[config.mk]
export PLATFORM = sky130hd
export DESIGN_NAME = k2r_front
export DESIGN_NICKNAME = d
export VERILOG_FILES = /design/src/k2r_pkg.sv /design/src/k2r_front.sv
export SDC_FILE = /design/constraint.sdc
export NUM_CORES = 1
export LEC_CHECK = 0
export BUFFER_PORTS_ARGS = -buffer_cell sky130_fd_sc_hd__buf_4
export CORE_MARGIN = 2
export CORE_UTILIZATION = 41
export DETAILED_ROUTE_END_ITERATION = 8
export PLACE_DENSITY_LB_ADDON = 0.15
export SLEW_MARGIN = 20
export SYNTH_ARGS = -nofsm -noshare
export SYNTH_HDL_FRONTEND = slang
export SYNTH_SLANG_ARGS = --single-unit
export TNS_END_PERCENT = 20
[constraint.sdc]
create_clock -name i_clk -period 2.3 [get_ports i_clk]
set_input_delay 0.115 -clock i_clk [delete_from_list [all_inputs] [get_ports i_clk]]
set_output_delay 0.115 -clock i_clk [all_outputs]
set_load 0.02 [all_outputs]
[src/k2r_pkg.sv]
package k2r_pkg;

    typedef struct packed {
        logic [23:0] cur_char;
        logic [2:0]  cur_len;
        logic [23:0] next_char;
        logic [2:0]  next_len;
    } t_in_item;

    typedef struct packed {
        logic [7:0] out_byte0;
        logic [7:0] out_byte1;
        logic [7:0] out_byte2;
        logic [7:0] out_byte3;
        logic [2:0] out_count;
        logic       pass_through;
        logic [2:0] used_bytes;
        logic [1:0] used_chars;
    } t_out_item;

    // classified item handed from front to back
    typedef struct packed {
        logic [6:0] k;
        logic [6:0] nk;
        logic [2:0] len;
        logic [2:0] nlen;
    } t_cls_item;

    localparam logic [7:0] UTF8_LEAD = 8'he3;
    localparam logic [6:0] K_CHI     = 7'h21;
    localparam logic [6:0] K_SMALL_TSU = 7'h23;
    localparam logic [6:0] K_N       = 7'h53;
    localparam logic [6:0] K_SMALL_YA = 7'h43;
    localparam logic [6:0] K_SMALL_YU = 7'h45;
    localparam logic [6:0] K_SMALL_YO = 7'h47;
    localparam logic [6:0] K_LAST    = 7'h5a;

    // romaji text per kana index, bytes packed first byte high, zero padded
    function automatic logic [31:0] kana_text(input logic [6:0] k);
        logic [31:0] t;
        t = 32'h0;
        case (k)
            7'h01: t = "xa";  7'h02: t = "a";   7'h03: t = "xi";  7'h04: t = "i";
            7'h05: t = "xu";  7'h06: t = "u";   7'h07: t = "xe";  7'h08: t = "e";
            7'h09: t = "xo";  7'h0a: t = "o";
            7'h0b: t = "ka";  7'h0c: t = "ga";  7'h0d: t = "ki";  7'h0e: t = "gi";
            7'h0f: t = "ku";  7'h10: t = "gu";  7'h11: t = "ke";  7'h12: t = "ge";
            7'h13: t = "ko";  7'h14: t = "go";
            7'h15: t = "sa";  7'h16: t = "za";  7'h17: t = "shi"; 7'h18: t = "ji";
            7'h19: t = "su";  7'h1a: t = "zu";  7'h1b: t = "se";  7'h1c: t = "ze";
            7'h1d: t = "so";  7'h1e: t = "zo";
            7'h1f: t = "ta";  7'h20: t = "da";  7'h21: t = "chi"; 7'h22: t = "ji";
            7'h23: t = "xtsu"; 7'h24: t = "tsu"; 7'h25: t = "zu"; 7'h26: t = "te";
            7'h27: t = "de";  7'h28: t = "to";  7'h29: t = "do";
            7'h2a: t = "na";  7'h2b: t = "ni";  7'h2c: t = "nu";  7'h2d: t = "ne";
            7'h2e: t = "no";
            7'h2f: t = "ha";  7'h30: t = "ba";  7'h31: t = "pa";  7'h32: t = "hi";
            7'h33: t = "bi";  7'h34: t = "pi";  7'h35: t = "hu";  7'h36: t = "bu";
            7'h37: t = "pu";  7'h38: t = "he";  7'h39: t = "be";  7'h3a: t = "pe";
            7'h3b: t = "ho";  7'h3c: t = "bo";  7'h3d: t = "po";
            7'h3e: t = "ma";  7'h3f: t = "mi";  7'h40: t = "mu";  7'h41: t = "me";
            7'h42: t = "mo";
            7'h43: t = "xya"; 7'h44: t = "ya";  7'h45: t = "xyu"; 7'h46: t = "yu";
            7'h47: t = "xyo"; 7'h48: t = "yo";
            7'h49: t = "ra";  7'h4a: t = "ri";  7'h4b: t = "ru";  7'h4c: t = "re";
            7'h4d: t = "ro";
            7'h4e: t = "xwa"; 7'h4f: t = "wa";  7'h50: t = "wi";  7'h51: t = "we";
            7'h52: t = "wo";
            7'h53: t = "n";   7'h54: t = "vu";  7'h55: t = "xka"; 7'h56: t = "xke";
            7'h57: t = "va";  7'h58: t = "vi";  7'h59: t = "ve";  7'h5a: t = "vo";
            default: t = 32'h0;
        endcase
        // left align: string literals come right aligned
        if (t[31:24] == 8'h0) t = t << 8;
        if (t[31:24] == 8'h0) t = t << 8;
        if (t[31:24] == 8'h0) t = t << 8;
        return t;
    endfunction

    function automatic logic [6:0] kana_index(input logic [23:0] c);
        logic [7:0] cp;
        logic [6:0] k;
        cp = {c[9:8], c[5:0]};
        k = 7'd0;
        if (c[23:16] == UTF8_LEAD && c[15:8] >= 8'h81 && c[15:8] <= 8'h83 &&
            c[7:0] >= 8'h80 && c[7:0] <= 8'hbf) begin
            if (cp >= 8'h41 && cp <= 8'h96) k = 7'(cp - 8'h40);
            else if (cp >= 8'ha1 && cp <= 8'hfa) k = 7'(cp - 8'ha0);
        end
        return k;
    endfunction

endpackage

[src/k2r_front.sv]
module k2r_front import k2r_pkg::*; (
    input  logic      i_clk,
    input  logic      i_rst_n,
    input  logic      i_push,
    output logic      o_full,
    input  t_in_item  i_item,
    output logic      o_valid,
    input  logic      i_ready,
    output t_cls_item o_cls
);
    logic      r_valid;
    t_cls_item r_cls;
    t_cls_item n_cls;
    logic [2:0] w_len;

    always_comb begin
        w_len = i_item.cur_len;
        if (w_len == 3'd0) w_len = 3'd1;
        if (w_len > 3'd4) w_len = 3'd4;
        n_cls.len  = w_len;
        n_cls.nlen = i_item.next_len;
        n_cls.k    = (w_len == 3'd3) ? kana_index(i_item.cur_char) : 7'd0;
        n_cls.nk   = (w_len == 3'd3 && i_item.next_len == 3'd3)
                     ? kana_index(i_item.next_char) : 7'd0;
    end

    assign o_full  = r_valid && !i_ready;
    assign o_valid = r_valid;
    assign o_cls   = r_cls;

    always_ff @(posedge i_clk) begin
        if (!i_rst_n) begin
            r_valid <= 1'b0;
        end else if (!o_full) begin
            r_valid <= i_push;
        end
        if (i_push && !o_full) r_cls <= n_cls;
    end
endmodule

=== Yosys cells after proc, flatten, opt, wreduce, memory -nomap -nowiden ===
Index checks and enable logic that the tools add are counted.

* Flip-flop bits (word level): 21
* Input port bits: 58
* Output and inout bits: 22

* $add $sub $neg: 4
* $lt $le $gt $ge: 17
* Equality and inequality tests: 4
* Mux-type cells: 6
* Reduce and logical (&&, ||, !) cells: 20

{| class="wikitable"
|+ Operator list
! operator !! number
|-
| <= comparator 8 bit, second input constant || 8
|-
| greater-or-equal comparator 8 bit, second input constant || 6
|-
| 2-to-1 mux 7 bit || 4
|-
| equality test 8 bit, second input constant || 2
|-
| greater-or-equal comparator 8 x 7 -> 1 bit, second input constant || 2
|-
| logical AND 1 bit || 15
|-
| subtractor 7 x 6 -> 7 bit, second input constant || 2
|-
| subtractor 7 bit, second input constant || 2
|-
| equality test 3 x 2 -> 1 bit, second input constant || 2
|-
| 2-to-1 mux 3 bit || 2
|-
| AND reduction 2 bit || 2
|-
| greater-than comparator 3 bit, second input constant || 1
|-
| logical NOT 3 bit || 1
|-
| logical NOT 1 bit || 2
|}

=== Depth between registers and ports, before layout ===
* Word-level depth: 7
* Mapped depth: 7

=== Worst setup path after synthesis ===
No wires, ideal clock.

* Path kind: register to register
* From: reg r_valid, in the netlist o_valid
* To: reg r_cls (netlist bit o_cls[0]) (enable)
* Setup time: 0.399 ns
* Arrival time: 1.546 ns
* Setup slack: 0.355 ns
* Cell stages (with the launch flop): 3
* Buffers on the path: 0
* Period minus slack after synthesis: 1.945 ns
* Cells stage by stage: dfxtp_1 nor2b_1 nor2b_1

* Longest elaborated chain between the ends: 3

{| class="wikitable"
|+ Ends and longest elaborated chain
! what !! line !! text
|-
| start, declared || k2r_front.sv:11 || <nowiki>logic r_valid;</nowiki>
|-
| start signal, assigned || k2r_front.sv:35 || <nowiki>r_valid <= i_push;</nowiki>
|-
| logical AND 1 bit || k2r_front.sv:27 || <nowiki>assign o_full = r_valid && !i_ready;</nowiki>
|-
| net o_full || k2r_front.sv:5 || <nowiki>output logic o_full,</nowiki>
|-
| logical NOT 1 bit || k2r_front.sv:37 || <nowiki>if (i_push && !o_full) r_cls <= n_cls;</nowiki>
|-
| logical AND 1 bit || k2r_front.sv:37 ||
|-
| end signal, assigned || k2r_front.sv:37 ||
|-
| end, declared || k2r_front.sv:12 || <nowiki>t_cls_item r_cls;</nowiki>
|}

The timed path passes the listed nets, and every way through them passes these cells.
A chain may end at the register's enable or synchronous reset.

=== Worst setup path in the final report ===
* From: in i_item[2] (netlist bit)
* To: reg r_cls (netlist bit o_cls[9]) (data pin)

* Longest elaborated chain between the ends: 3

{| class="wikitable"
|+ Ends and longest elaborated chain
! what !! line !! text
|-
| start, declared || k2r_front.sv:6 || <nowiki>input t_in_item i_item,</nowiki>
|-
| equality test 3 x 2 -> 1 bit || k2r_front.sv:23 || <nowiki>n_cls.nk = (w_len == 3'd3 && i_item.next_len == 3'd3)</nowiki>
|-
| logical AND 1 bit || k2r_front.sv:23 ||
|-
| AND reduction 2 bit (no source line) || n/a ||
|}

Every way passes these cells.

==> results.md <==
- Status: complete, no violations
- Hold WS: 0.0232 ns
- Clk sinks: 21
- DRC Markers: 0
- R2r worst-path depth: 3
- Async SR Flop Fraction: 0%
- Antenna-violating nets left: 0
- Reg2Reg Capture Point: o_cls[2]
- Critical path class: primary input to register
- Total congestion overflow: 0
- Initial cell density of the core: 43.5%
- Port Buf Inserts: 79
- Core region area: 0.00278 mm2
- CTS clk-pin slew, worst paths: 0.11 ns
- Worst slew margin: 62.3%
- Cell Rows: 19
- Dpl hpwl: 2.43 mm
- Starting DRC count in detailed routing: 25
- H-tree levels: 1
- Die width: 58.4 um
- Most frequent cells in the layout: buf_4 (80), edfxtp_1 (20), and2_1 (10)
- P_leak: 0.851 nW
- Core Util, Final: 68.9%
- Post-route setup slack: 0.574 ns
- Root buf cell: clkbuf_4
- Logic pwr share: 26.3%
- Gr usage total: 17.4%
- Routability congestion estimate: 0.793
- Clock Skew: 0.00121 ns
- Largest net degree at the start of global routing: 21
- Top_reg_cell synth: edfxtp_1
- Fin crit period: 1.73 ns
- Cells after Synth: 105
- RSZ-0062 raised after global routing: false
- First-pass iteration count of the detailed router: 4
- Period utilization: 75.0%
- Post-Synth XOR/XNOR Area: 0%
- Yosys warns: 0
- Post_cts resized: 0
- Synth area leader: edfxtp_1
- Synth Area in Adders: 4.13%
- #FFs+latches synth: 21
- Min-delay src: i_rst_n
- Most common cell after layout, fill and taps aside: buf_4
- Simple-gate share of the synthesized area: 27.4%
- Number of synthesized flops with an enable pin: 20
- Syn_nets: 167
- Main combinational cell family by area after synthesis: simple AND/OR/NAND/NOR gates
- Crit end category: register
- Clock latency on the worst-skew pair: 0.29 ns
- Top Ports: 80
- Nets@finish: 255
- Post-synthesis sequential area ratio: 51.2%
- Layout area overhead: 58.3%
- Pre-CTS WS: 0.597 ns
- Top routing layer in use: met4
- Sw Share: 25.0%
- Crit path arrival time: 1.90 ns
- Final Hold Fails: 0
- Worst path required time: 2.47 ns
- Clk pwr share: 20.1%
- Post-Syn Area: 0.00121 mm2
- Die area: 0.00340 mm2
- Int Pwr: 0.000622 W
- Fmax: 579 MHz
- Setup TNS: 0 ns
- Multiplexer share of the synthesized area: 1.65%
- Final Max Tran Viols: 0
- Met2 routed WL: 1.61 mm
- Worst-path fanout max: 5
- Final setup violation count: 0
- Vias per cell: 5.35
- Die Y: 58.4 um
- Switching power: 0.000208 W
- Max stage delay on crit path: 0.53 ns
- Max VDD drop: 0.475 mV
- Area fraction of the dominant cell type after synthesis: 49.6%
- Global-route wire length before repair: 4.49 mm
- Avg Synthesized Cell Area: 11.5 um2
- # diodes: 0
- Hold Crit Class: primary input to register
- Yosys cell types: 40
- Wire per inst: 13.3 um
- Worst Tran Pin Value: 0.561 ns
- Worst setup endpoint: o_cls[9]
- Synth Area in Compound Gates: 13.4%
- CP max-delay cell: dlygate4sd3_1
- CTS max path bufs: 2
- Max Cap Viol: 0
- Largest cells by area after synthesis: edfxtp_1 (50%), and2_1 (5.2%), ha_1 (4.1%)
- Type of origin of the critical path: primary input
- Drt total wl: 2.97 mm
- R2R Path Start: o_valid
- Initial antenna violation count: 0
- DRT met1 WL: 1.06 mm
- CTS Buf Count: 3
- CTS tree: yes
- Via count of the routed design: 1194
- Pwr/cell area: 433 mW/mm2
- Setup slack, reg-to-reg: 1.14 ns
- Flop pwr share: 53.6%
- Worst setup path start: i_item[2]
- Vias in the first global route: 1104
- CP cell instances: dlygate4sd3_1 > buf_4 > and4b_1 > o2111ai_1 > or3_1 > a21oi_2 > and2_1
- Routed wl met3: 279 um
- Layout cells sized above 1: 47.4%
## worst min path at each step
| stage | to | cells past startpoint |
|---|---|---|
| 2_1_floorplan | o_cls[0] | 0 |
| 3_3_place_gp | o_cls[2] | 1 |
| 3_5_place_dp | o_cls[2] | 1 |
| 4_1_cts | o_valid | 2 |
| 5_1_grt | o_valid | 2 |
| 6_report | o_valid | 2 |
## registers in the layout, indices dropped and copies added (netlist names)
| register | cells |
|---|---|
| o_cls | 20 |
| o_valid | 1 |
## critical path: cells and delay by family
kind / cells / cell delay [ns]
buffers and inverters: 2 / 0.66
AO/OA/AOI/OAI: 2 / 0.28
AND/OR/NAND/NOR: 3 / 0.83
## cell families (layout without fill, tap and decap cells)
| group | Yosys count | in the layout |
|---|---|---|
| simple gates | 50 | 50 |
| fa+ha+maj | 4 | 4 |
| mux | 2 | 2 |
| compound gates | 21 | 21 |
| buf+inv | 7 | 94 |
| flops | 21 | 21 |
## stage by stage
step                      instances  area [um2]  total power [W]
after floorplan                 105        1210         0.000532
after global placement          215        1850         0.000658
after detailed placement        215        1850         0.000666
after CTS                       223        1920         0.000842
after global routing            223        1920         0.000877
final                           223        1920         0.000830
## Yosys cell counts (all sizes together) (2+ instances only)
cell type and number:
nand2b 4, a21oi 7, or2 2, nor2 5
nor4 6, nand4 4, and4b 2, nor2b 3
ha 4, and3 2, a21o 2, o2111ai 2
a211o 2, nor3 3, mux2i 2, nand3 2
edfxtp 20, inv 6, and2 10
## routing by layer
metal / track usage [%] / up-vias
met1: 17.6 / 543
met2: 32.7 / 58
met5: 0 / -
met4: 5.32 / 0
li1: - / 591
met3: 6.59 / 2
## area by class of cell
type / instances / area (um2)
Inverter: 6 / 22.5
Timing Repair Buffer: 84 / 641
Clock buffer: 3 / 22.5
Multi-Input combinational cell: 77 / 567
Fill cell: 225 / 865
Sequential cell: 21 / 621
Tap cell: 31 / 38.8
Clock inverter: 1 / 5.00
## what timing repair did
action	4_1_cts	5_1_grt
hold endpoints to repair	4	0
buffers inserted	0	0
hold buffers	4	0
## power by group through the flow
| stage | logic (W) | clock network [W] | registers (W) |
|---|---|---|---|
| finish | 0.000219 | 0.000166 | 0.000445 |
| global route | 0.000234 | 0.000196 | 0.000446 |
| CTS | 0.000219 | 0.000178 | 0.000445 |
| detailed placement | 0.000213 | 0 | 0.000454 |
| global placement | 0.000206 | 0 | 0.000453 |
| floorplan | 0.0000518 | 0 | 0.000480 |
(Power assumes the default switching activity.)
