--- config.mk ---
export PLATFORM = sky130hd
export DESIGN_NAME = k2r_queue
export DESIGN_NICKNAME = d
export VERILOG_FILES = /design/src/k2r_pkg.sv /design/src/k2r_queue.sv
export SDC_FILE = /design/constraint.sdc
export NUM_CORES = 1
export LEC_CHECK = 0
export ABC_AREA = 1
export BUFFER_PORTS_ARGS = -buffer_cell sky130_fd_sc_hd__buf_2
export CAP_MARGIN = 0
export CORE_MARGIN = 2
export CORE_UTILIZATION = 35
export DETAILED_ROUTE_END_ITERATION = 8
export GPL_TIMING_DRIVEN = 1
export RECOVER_POWER = 25
export SLEW_MARGIN = 20
export SYNTH_ARGS = -nofsm -noshare
export SYNTH_HDL_FRONTEND = slang
export SYNTH_SLANG_ARGS = --single-unit
--- constraint.sdc ---
create_clock -name i_clk -period 3 [get_ports i_clk]
set_input_delay 0.45 -clock i_clk [delete_from_list [all_inputs] [get_ports i_clk]]
set_output_delay 0.45 -clock i_clk [all_outputs]
set_load 0.01 [all_outputs]
--- src/k2r_pkg.sv ---
package k2r_pkg;

    typedef struct packed {
        logic [23:0] cur_char;
        logic [2:0]  cur_len;
        logic [23:0] next_char;
        logic [2:0]  next_len;
    } t_in_item;

    typedef struct packed {
        logic [7:0] out_byte0;
        logic [7:0] out_byte1;
        logic [7:0] out_byte2;
        logic [7:0] out_byte3;
        logic [2:0] out_count;
        logic       pass_through;
        logic [2:0] used_bytes;
        logic [1:0] used_chars;
    } t_out_item;

    // classified item handed from front to back
    typedef struct packed {
        logic [6:0] k;
        logic [6:0] nk;
        logic [2:0] len;
        logic [2:0] nlen;
    } t_cls_item;

    localparam logic [7:0] UTF8_LEAD = 8'he3;
    localparam logic [6:0] K_CHI     = 7'h21;
    localparam logic [6:0] K_SMALL_TSU = 7'h23;
    localparam logic [6:0] K_N       = 7'h53;
    localparam logic [6:0] K_SMALL_YA = 7'h43;
    localparam logic [6:0] K_SMALL_YU = 7'h45;
    localparam logic [6:0] K_SMALL_YO = 7'h47;
    localparam logic [6:0] K_LAST    = 7'h5a;

    // romaji text per kana index, bytes packed first byte high, zero padded
    function automatic logic [31:0] kana_text(input logic [6:0] k);
        logic [31:0] t;
        t = 32'h0;
        case (k)
            7'h01: t = "xa";  7'h02: t = "a";   7'h03: t = "xi";  7'h04: t = "i";
            7'h05: t = "xu";  7'h06: t = "u";   7'h07: t = "xe";  7'h08: t = "e";
            7'h09: t = "xo";  7'h0a: t = "o";
            7'h0b: t = "ka";  7'h0c: t = "ga";  7'h0d: t = "ki";  7'h0e: t = "gi";
            7'h0f: t = "ku";  7'h10: t = "gu";  7'h11: t = "ke";  7'h12: t = "ge";
            7'h13: t = "ko";  7'h14: t = "go";
            7'h15: t = "sa";  7'h16: t = "za";  7'h17: t = "shi"; 7'h18: t = "ji";
            7'h19: t = "su";  7'h1a: t = "zu";  7'h1b: t = "se";  7'h1c: t = "ze";
            7'h1d: t = "so";  7'h1e: t = "zo";
            7'h1f: t = "ta";  7'h20: t = "da";  7'h21: t = "chi"; 7'h22: t = "ji";
            7'h23: t = "xtsu"; 7'h24: t = "tsu"; 7'h25: t = "zu"; 7'h26: t = "te";
            7'h27: t = "de";  7'h28: t = "to";  7'h29: t = "do";
            7'h2a: t = "na";  7'h2b: t = "ni";  7'h2c: t = "nu";  7'h2d: t = "ne";
            7'h2e: t = "no";
            7'h2f: t = "ha";  7'h30: t = "ba";  7'h31: t = "pa";  7'h32: t = "hi";
            7'h33: t = "bi";  7'h34: t = "pi";  7'h35: t = "hu";  7'h36: t = "bu";
            7'h37: t = "pu";  7'h38: t = "he";  7'h39: t = "be";  7'h3a: t = "pe";
            7'h3b: t = "ho";  7'h3c: t = "bo";  7'h3d: t = "po";
            7'h3e: t = "ma";  7'h3f: t = "mi";  7'h40: t = "mu";  7'h41: t = "me";
            7'h42: t = "mo";
            7'h43: t = "xya"; 7'h44: t = "ya";  7'h45: t = "xyu"; 7'h46: t = "yu";
            7'h47: t = "xyo"; 7'h48: t = "yo";
            7'h49: t = "ra";  7'h4a: t = "ri";  7'h4b: t = "ru";  7'h4c: t = "re";
            7'h4d: t = "ro";
            7'h4e: t = "xwa"; 7'h4f: t = "wa";  7'h50: t = "wi";  7'h51: t = "we";
            7'h52: t = "wo";
            7'h53: t = "n";   7'h54: t = "vu";  7'h55: t = "xka"; 7'h56: t = "xke";
            7'h57: t = "va";  7'h58: t = "vi";  7'h59: t = "ve";  7'h5a: t = "vo";
            default: t = 32'h0;
        endcase
        // left align: string literals come right aligned
        if (t[31:24] == 8'h0) t = t << 8;
        if (t[31:24] == 8'h0) t = t << 8;
        if (t[31:24] == 8'h0) t = t << 8;
        return t;
    endfunction

    function automatic logic [6:0] kana_index(input logic [23:0] c);
        logic [7:0] cp;
        logic [6:0] k;
        cp = {c[9:8], c[5:0]};
        k = 7'd0;
        if (c[23:16] == UTF8_LEAD && c[15:8] >= 8'h81 && c[15:8] <= 8'h83 &&
            c[7:0] >= 8'h80 && c[7:0] <= 8'hbf) begin
            if (cp >= 8'h41 && cp <= 8'h96) k = 7'(cp - 8'h40);
            else if (cp >= 8'ha1 && cp <= 8'hfa) k = 7'(cp - 8'ha0);
        end
        return k;
    endfunction

endpackage

--- src/k2r_queue.sv ---
module k2r_queue import k2r_pkg::*; (
    input  logic      i_clk,
    input  logic      i_rst_n,
    input  logic      i_valid,
    output logic      o_ready,
    input  t_cls_item i_cls,
    output logic      o_valid,
    input  logic      i_ready,
    output t_cls_item o_cls
);
    // two entry queue so front and back stall on their own
    t_cls_item r_mem [2];
    logic       r_wp, r_rp;
    logic [1:0] r_cnt;
    logic       w_wr, w_rd;

    assign o_ready = (r_cnt != 2'd2);
    assign o_valid = (r_cnt != 2'd0);
    assign o_cls   = r_mem[r_rp];
    assign w_wr    = i_valid && o_ready;
    assign w_rd    = o_valid && i_ready;

    always_ff @(posedge i_clk) begin
        if (!i_rst_n) begin
            r_wp <= 1'b0;
            r_rp <= 1'b0;
            r_cnt <= 2'd0;
        end else begin
            if (w_wr) r_wp <= !r_wp;
            if (w_rd) r_rp <= !r_rp;
            r_cnt <= r_cnt + 2'(w_wr) - 2'(w_rd);
        end
        if (w_wr) r_mem[r_wp] <= i_cls;
    end
endmodule

## Word-level counts from Yosys, hierarchy flattened

Memories as Yosys holds them, arrays and structs flattened. A register that Yosys moved wholly into a read port is not among the register bits.
Index checks and enable logic that the tools add are counted.

| word-level totals | value |
|---|---|
| register bits after elaboration | 4 |
| memory bits (writable) | 40 |
| input bits | 24 |
| output and inout bits | 22 |
| word-level logic and storage cells | 16 |
| memories | 1 |

Memories:

| memory | words | bits a word | rd ports | clocked after Yosys merged registers in | wr ports | RTL line | RTL |
|---|---|---|---|---|---|---|---|
| r_mem | 2 | 20 | 1 | 1 | 1 | k2r_queue.sv:12 | `t_cls_item r_mem [2];` |

| cells by class | value |
|---|---|
| add/subtract/negate cells | 2 |
| equality and inequality tests | 1 |
| multiplexer cells | 4 |
| reductions and logical operators | 5 |

Operators by type and width:

| cell | number |
|---|---|
| 1-bit two-way mux | 4 |
| 2-bit by 1-bit adder with 2-bit output | 1 |
| 1-bit logical AND | 2 |
| 1-bit zero test | 2 |
| 2-bit inequality test (second input constant) | 1 |
| 2-bit nonzero test | 1 |
| 2-bit by 1-bit subtractor with 2-bit output | 1 |

## Longest topological paths before layout

Gate-level depths: netlist of run 1.

| depth | value |
|---|---|
| depth in word-level cells | 4 |
| gate-level depth with buffers | 11 |
| gate-level depth less buffers | 11 |

## Worst setup path before layout of run 1

No wires, ideal clock.

| timing path | value |
|---|---|
| kind | reg2reg |
| from | reg r_cnt[0] |
| to | mem r_mem[0][0] in the netlist's numbering (enable) |
| setup time | 0.397 ns |
| data arrival time | 1.451 ns |
| required time | 2.603 ns |
| slack | 1.153 ns |
| stages on the path, launching flop included | 5 |
| path buffers | 0 |
| period minus slack after synthesis | 1.847 ns |
| cells stage by stage | dfxtp_1 -> inv_1 -> nand2_2 -> nand2_4 -> nor2_1 |

| on the way | value |
|---|---|
| longest elaborated chain between the ends | 4 |

Ends and longest elaborated chain:

| item | RTL line | RTL |
|---|---|---|
| start: declaration | k2r_queue.sv:14 | `logic [1:0] r_cnt;` |
| start signal: assignment | k2r_queue.sv:31 | `r_cnt <= r_cnt + 2'(w_wr) - 2'(w_rd);` |
| 2-bit inequality test | k2r_queue.sv:17 | `assign o_ready = (r_cnt != 2'd2);` |
| net o_ready | k2r_queue.sv:5 | `output logic o_ready,` |
| 1-bit logical AND | k2r_queue.sv:20 | `assign w_wr = i_valid && o_ready;` |
| 1-bit two-way mux | k2r_queue.sv:33 | `if (w_wr) r_mem[r_wp] <= i_cls;` |
| 1-bit two-way mux (not written as such) | k2r_queue.sv:33 |  |
| end: declaration | k2r_queue.sv:12 |  |

The timed path passes the listed nets, and every way through them passes these cells.

==> results of run 1 <==
[registers in the layout, indices dropped and copies added (netlist names), named ones only]
| register | flops |
|---|---|
| r_cnt | 2 |
| r_mem | 40 |
| r_rp | 1 |
| r_wp | 1 |
[metal layers]
| metal | share of wire | wire length (um) |
|---|---|---|
| met5 | 0 | 0 |
| met4 | 0 | 0 |
| met3 | 0.068 | 186 |
| met2 | 0.55 | 1510 |
| met1 | 0.38 | 1050 |
[through the flow]
stage / power, mW / cell area, sq um
after floorplan: 1.17 / 1700
after global placement: 1.31 / 2010
after detailed placement: 1.33 / 2010
after CTS: 1.76 / 2110
after global routing: 1.85 / 2110
final: 1.73 / 2110
[cell usage in the layout, fill, tap and decap left out, drive strengths merged]
master / netlist / final
clkbuf: 0 / 7
edfxtp: 40 / 40
mux2: 20 / 20
ha: 1 / 1
inv: 7 / 7
nor2: 9 / 9
nand3: 1 / 1
clkinv: 0 / 1
a21oi: 1 / 1
bufinv: 0 / 1
buf: 2 / 46
dfxtp: 5 / 5
xnor2: 1 / 1
nand2: 11 / 11
[area by class of cell]
type                            count  area (sq um)
Inverter                            7          26.3
Sequential cell                    45          1300
Fill cell                         432          2610
Clock buffer                        6          72.6
Tap cell                           67          83.8
Timing Repair Buffer               47           239
Clock inverter                      2          33.8
Multi-Input combinational cell     44           357
[worst max-delay path, cell delays in order (launching register included)]
cell and delay [ps]:
dfxtp_1 880, mux2_2 420, buf_2 140
[power by group]
group	internal, mW	switching [mW]
Combinational	0.211	0.234
Clock	0.246	0.177
Sequential	0.798	0.0632
[how the worst max path moves through the flow]
stage,end,cells past startpoint
global placement,o_cls[14],2
floorplan,r_mem[0][0]$_DFFE_PP_,4
global route,o_cls[14],2
detailed placement,o_cls[13],2
CTS,o_cls[7],2
finish,o_cls[7],2
[logic make-up after synthesis]
group,synth area share
muxes,0.132
AOI/OAI and AO/OA,0.00293
adders and majority gates,0.00734
and+or+nand+nor,0.0602
xor gates and xnor gates,0.00514
buffers and inverters,0.0286
DFF,0.764
==> metrics.md, run 1 <==
| Metric | Value |
|---|---|
| Sequential area share after synthesis | 0.764 |
| F_max | 0.459 GHz |
| Buffers added on ports | 45 |
| Core Rows | 25 |
| Clk Latency, worst-skew pair | 290 ps |
| Detailed Place HPWL | 2.01 mm |
| Slew Limit Fails | 0 |
| Tmin final | 2180 ps |
| Clk slew on worst S/H paths | 80 ps |
| First-pass GRT wire length | 4.35 mm |
| Post-synth ARST share | 0 |
| Tightest Hold Check Type | input port to register |
| Hold_sp | i_cls[10] |
| # hold bufs at CTS | 0 |
| Synth Instances | 98 |
| End-of-flow core utilization | 0.447 |
| GRT Max-Usage Layer | met2 |
| Nets | 175 |
| Final worst slack | 820 ps |
| Diodes inserted | 0 |
| Clock Path Buffers | 2 |
| Measured slew at the worst slew-check pin | 849 ps |
| Met2 Use GR | 0.207 |
| CTS root buf | clkbuf_8 |
| 1st-pass router iterations | 4 |
| Cell count after placement | 210 |
| Min-Delay Endpoint | r_mem[1][10]$_DFFE_PP_ |
| Die footprint | 5440 sq um |
| Worst-path maximum fanout | 20 |
| Post-synth top cells | 40 x edfxtp_1, 20 x mux2_2, 9 x nand2_1 |
| Final setup vio count | 0 |
| Vias in the first global route | 992 |
| Synth warn | 0 |
| Register-to-Register Path Depth | 5 |
| Critical R2R Launch | r_cnt[0]$_SDFF_PN0_ |
| Drt wl/cell | 12.6 um |
| Count leader, synth | edfxtp_1 |
| Dominant synthesized flop cell | edfxtp_1 |
| Initial antenna violation count | 0 |
| RSZ-0062 raised after global routing | false |
| Final Non-Filler Cells | 218 |
| Number of synthesized flops with an enable pin | 40 |
| Gr usage total | 0.112 |
| Area of the core | 4720 sq um |
| Largest net degree at the start of global routing | 21 |
| Area Growth Syn to Fin | 24.0% |
| Initial Utilization | 0.361 |
| Critical path arrival | 1730 ps |
| Lkg Pwr | 0.814 nW |
| DRT Wirelength | 2.75 mm |
| Clock sink count | 45 |
| WHS | 345 ps |
| Max VDD drop | 327 uV |
| Critical path class | register to primary output |
| Crit Reg-Reg Endpoint | r_mem[0][11]$_DFFE_PP_ |
| Crit end category | primary output |
| Setup TNS | 0 ps |
| Crit path required time | 2550 ps |
| P per Cell Area | 818 nW/um^2 |
| Synth Cell Area | 1700 sq um |
| Antenna Nets Post-Route | 0 |
| Mean post-synth cell area | 17.4 sq um |
| CTS tree | done |
| Unique masters post-synth | 15 |
| Grt total ovfl | 0 |
| Skew final | 8.43 ps |
| R2R Setup Slk | 1350 ps |
| GRT met3 Usage | 0.0549 |
| Post-CTS setup buffer count | 0 |
| DRC violation count after routing | 0 |
| #FFs+latches synth | 45 |
| CTS resizes | 0 |
| Ports | 46 |
| GPL Wtd Cong | 0.647 |
| GR Util met1 | 0.109 |
| Net Count, Synth | 123 |
| Via/cell ratio | 4.26 |
| Status | completed |
| Htree depth | 2 |
| Layout cells sized above 1 | 0.517 |
| Synth top area cells | edfxtp_1 70%, mux2_2 13%, dfxtp_1 5.9% |
| Tcrit/Tclk final | 0.727 |
| Startpoint Class | register |
| Final-report hold violation count | 0 |
| Via count | 929 |
| Chip width | 73.8 um |
| Max-cap violations | 0 |
| Hold Path Stages | 1 |
| Area leader, netlist | edfxtp_1 |
| Height of the die | 73.8 um |
| CTS buffer count | 5 |
| Iter 0 DRT Violations | 46 |
| Rel. slew slack | 0.433 |
| Setup WS pre-CTS | 1070 ps |
| Yosys top cell area share | 0.705 |
Power figures use the tool's default switching activity.
==> run 2, diff against run 1 <==
- clock period: 3 -> 1.9 ns (I/O delays scaled with it)
==> run 2 against run 1 <==
  * Worst hold slack got worse by 160 ps
  * Combinational power is 76% higher
  * Global-route usage up 0.98 points
  * Clock power up 60%
  * Critical path depth rose by 1
  * Largest power group unchanged
  * Register-to-register slack got worse by 900 ps
  * Worst setup slack got worse by 550 ps
  * Utilization up 0.32 points
==> metrics.md, run 2 (synthesis results as in run 1) <==
| Metric | Value |
|---|---|
| Status | completed |
| Drt wl/cell | 13.4 um |
| Ports | 46 |
| Initial Utilization | 0.361 |
| Critical path arrival | 1350 ps |
| Top sig layer | met4 |
| Max reg flops | 40 |
| Top flop regs | r_mem (40), r_cnt (2) |
| Final-report hold violation count | 0 |
| Lkg Pwr | 0.820 nW |
| Slowest-stage cell, CP | mux2_2 |
| Cell count after placement | 213 |
| Clk Latency, worst-skew pair | 290 ps |
| Layout cells sized above 1 | 0.510 |
| Area of the core | 4720 sq um |
| Worst-path maximum fanout | 13 |
| Startpoint Class | register |
| Skew final | 3.39 ps |
| Tmin final | 1630 ps |
| Clk slew on worst S/H paths | 80 ps |
| Height of the die | 73.8 um |
| Post-CTS setup buffer count | 0 |
| Critical R2R Launch | r_cnt[1]$_SDFF_PN0_ |
| P per Cell Area | 1310 nW/um^2 |
| Buffers added on ports | 45 |
| RSZ-0062 raised after global routing | false |
| Max VDD drop | 791 uV |
| Via/cell ratio | 4.40 |
| Via count | 968 |
| F_max | 0.613 GHz |
| Rel. slew slack | 0.812 |
| Final setup vio count | 0 |
| Crit path required time | 1620 ps |
| Met2 WL | 1.57 mm |
| Reg area | 1300 sq um |
| Core Rows | 25 |
| Htree depth | 2 |
| Clock sink count | 45 |
| CTS resizes | 0 |
| CTS buffer count | 5 |
| M1 WL | 1.21 mm |
| CP max stage delay | 370 ps |
| Chip width | 73.8 um |
| Largest net degree at the start of global routing | 21 |
| Critical path class | register to primary output |
| Cells along the critical path | buf_4, mux2_2, buf_2 |
| Hold_sp | i_cls[13] |
| Nets | 178 |
| Setup TNS | 0 ps |
| Gr usage total | 0.121 |
| CTS root buf | clkbuf_8 |
| 1st-pass router iterations | 3 |
| DRC violation count after routing | 0 |
| DRT Wirelength | 2.96 mm |
| GPL Wtd Cong | 0.705 |
| Die footprint | 5440 sq um |
| Most frequent cells in the layout | 40 x buf_2, 40 x edfxtp_1, 20 x mux2_2 |
| Tcrit/Tclk final | 0.858 |
| Slew Limit Fails | 0 |
| Crit end category | primary output |
| Area Growth Syn to Fin | 24.9% |
| Max-cap violations | 0 |
| Grt total ovfl | 0 |
| Antenna Nets Post-Route | 0 |
| CTS tree | done |
| Clock Path Buffers | 2 |
| Tightest Hold Check Type | input port to register |
| Area of the multi-input gates | 357 sq um |
| Initial antenna violation count | 0 |
| Iter 0 DRT Violations | 35 |
| Diodes inserted | 0 |
| Final Non-Filler Cells | 220 |
| Vias in the first global route | 1048 |
| Fillers | 419 |
| # hold bufs at CTS | 0 |
| First-pass GRT wire length | 4.75 mm |
| Met3 Wirelength | 172 um |
| Largest Register | r_mem |
| Measured slew at the worst slew-check pin | 282 ps |
| Detailed Place HPWL | 2.14 mm |
-- run 2: cell type report --
type	count	area share
clock buffers	5	0.0323
clock inverters	2	0.0165
inverters	7	0.0123
multi-input cells	44	0.168
flip-flops and latches	45	0.611
well taps	67	0.0394
repair buffers	50	0.121
-- run 2: worst max-delay path: cells and delay by family, from the launching register on --
family                 cells  cell delay (ps)
DFF                        1              330
buffers and inverters      2              360
muxes                      1              370
-- run 2: stage by stage --
stage	utilization	power, mW	area (sq um)	hold slack [ps]	worst slack [ps]
finish	0.451	2.78	2130	182	269
global route	0.451	2.94	2130	160	206
floorplan	-	1.85	1700	378	52.6
global placement	0.430	2.09	2030	474	593
CTS	0.452	2.82	2130	167	251
detailed placement	0.430	2.14	2030	476	487
-- run 2: worst paths after layout --
kind | endpoint | slack [ps] | cells past startpoint
worst min-delay path | r_mem[0][13]$_DFFE_PP_ | 180 | 1
worst max register to register | r_cnt[1]$_SDFF_PN0_ | 450 | 10
worst min register to register | register | 510 | 2
worst max-delay path | o_cls[16] | 270 | 3
-- run 2: per-layer routing --
layer	vias to the layer above	global-route usage
met1	477	0.124
met4	0	0.0364
li1	459	-
met2	30	0.220
met3	2	0.0549
met5	-	0
-- run 2: where the power goes --
| group | total (mW) | switching [mW] | internal [mW] | leakage (nW) |
|---|---|---|---|---|
| clock | 0.676 | 0.294 | 0.382 | 0.0540 |
| sequential | 1.32 | 0.0590 | 1.26 | 0.415 |
| combinational | 0.784 | 0.428 | 0.356 | 0.351 |
| total | 2.78 | 0.781 | 2.00 | 0.820 |
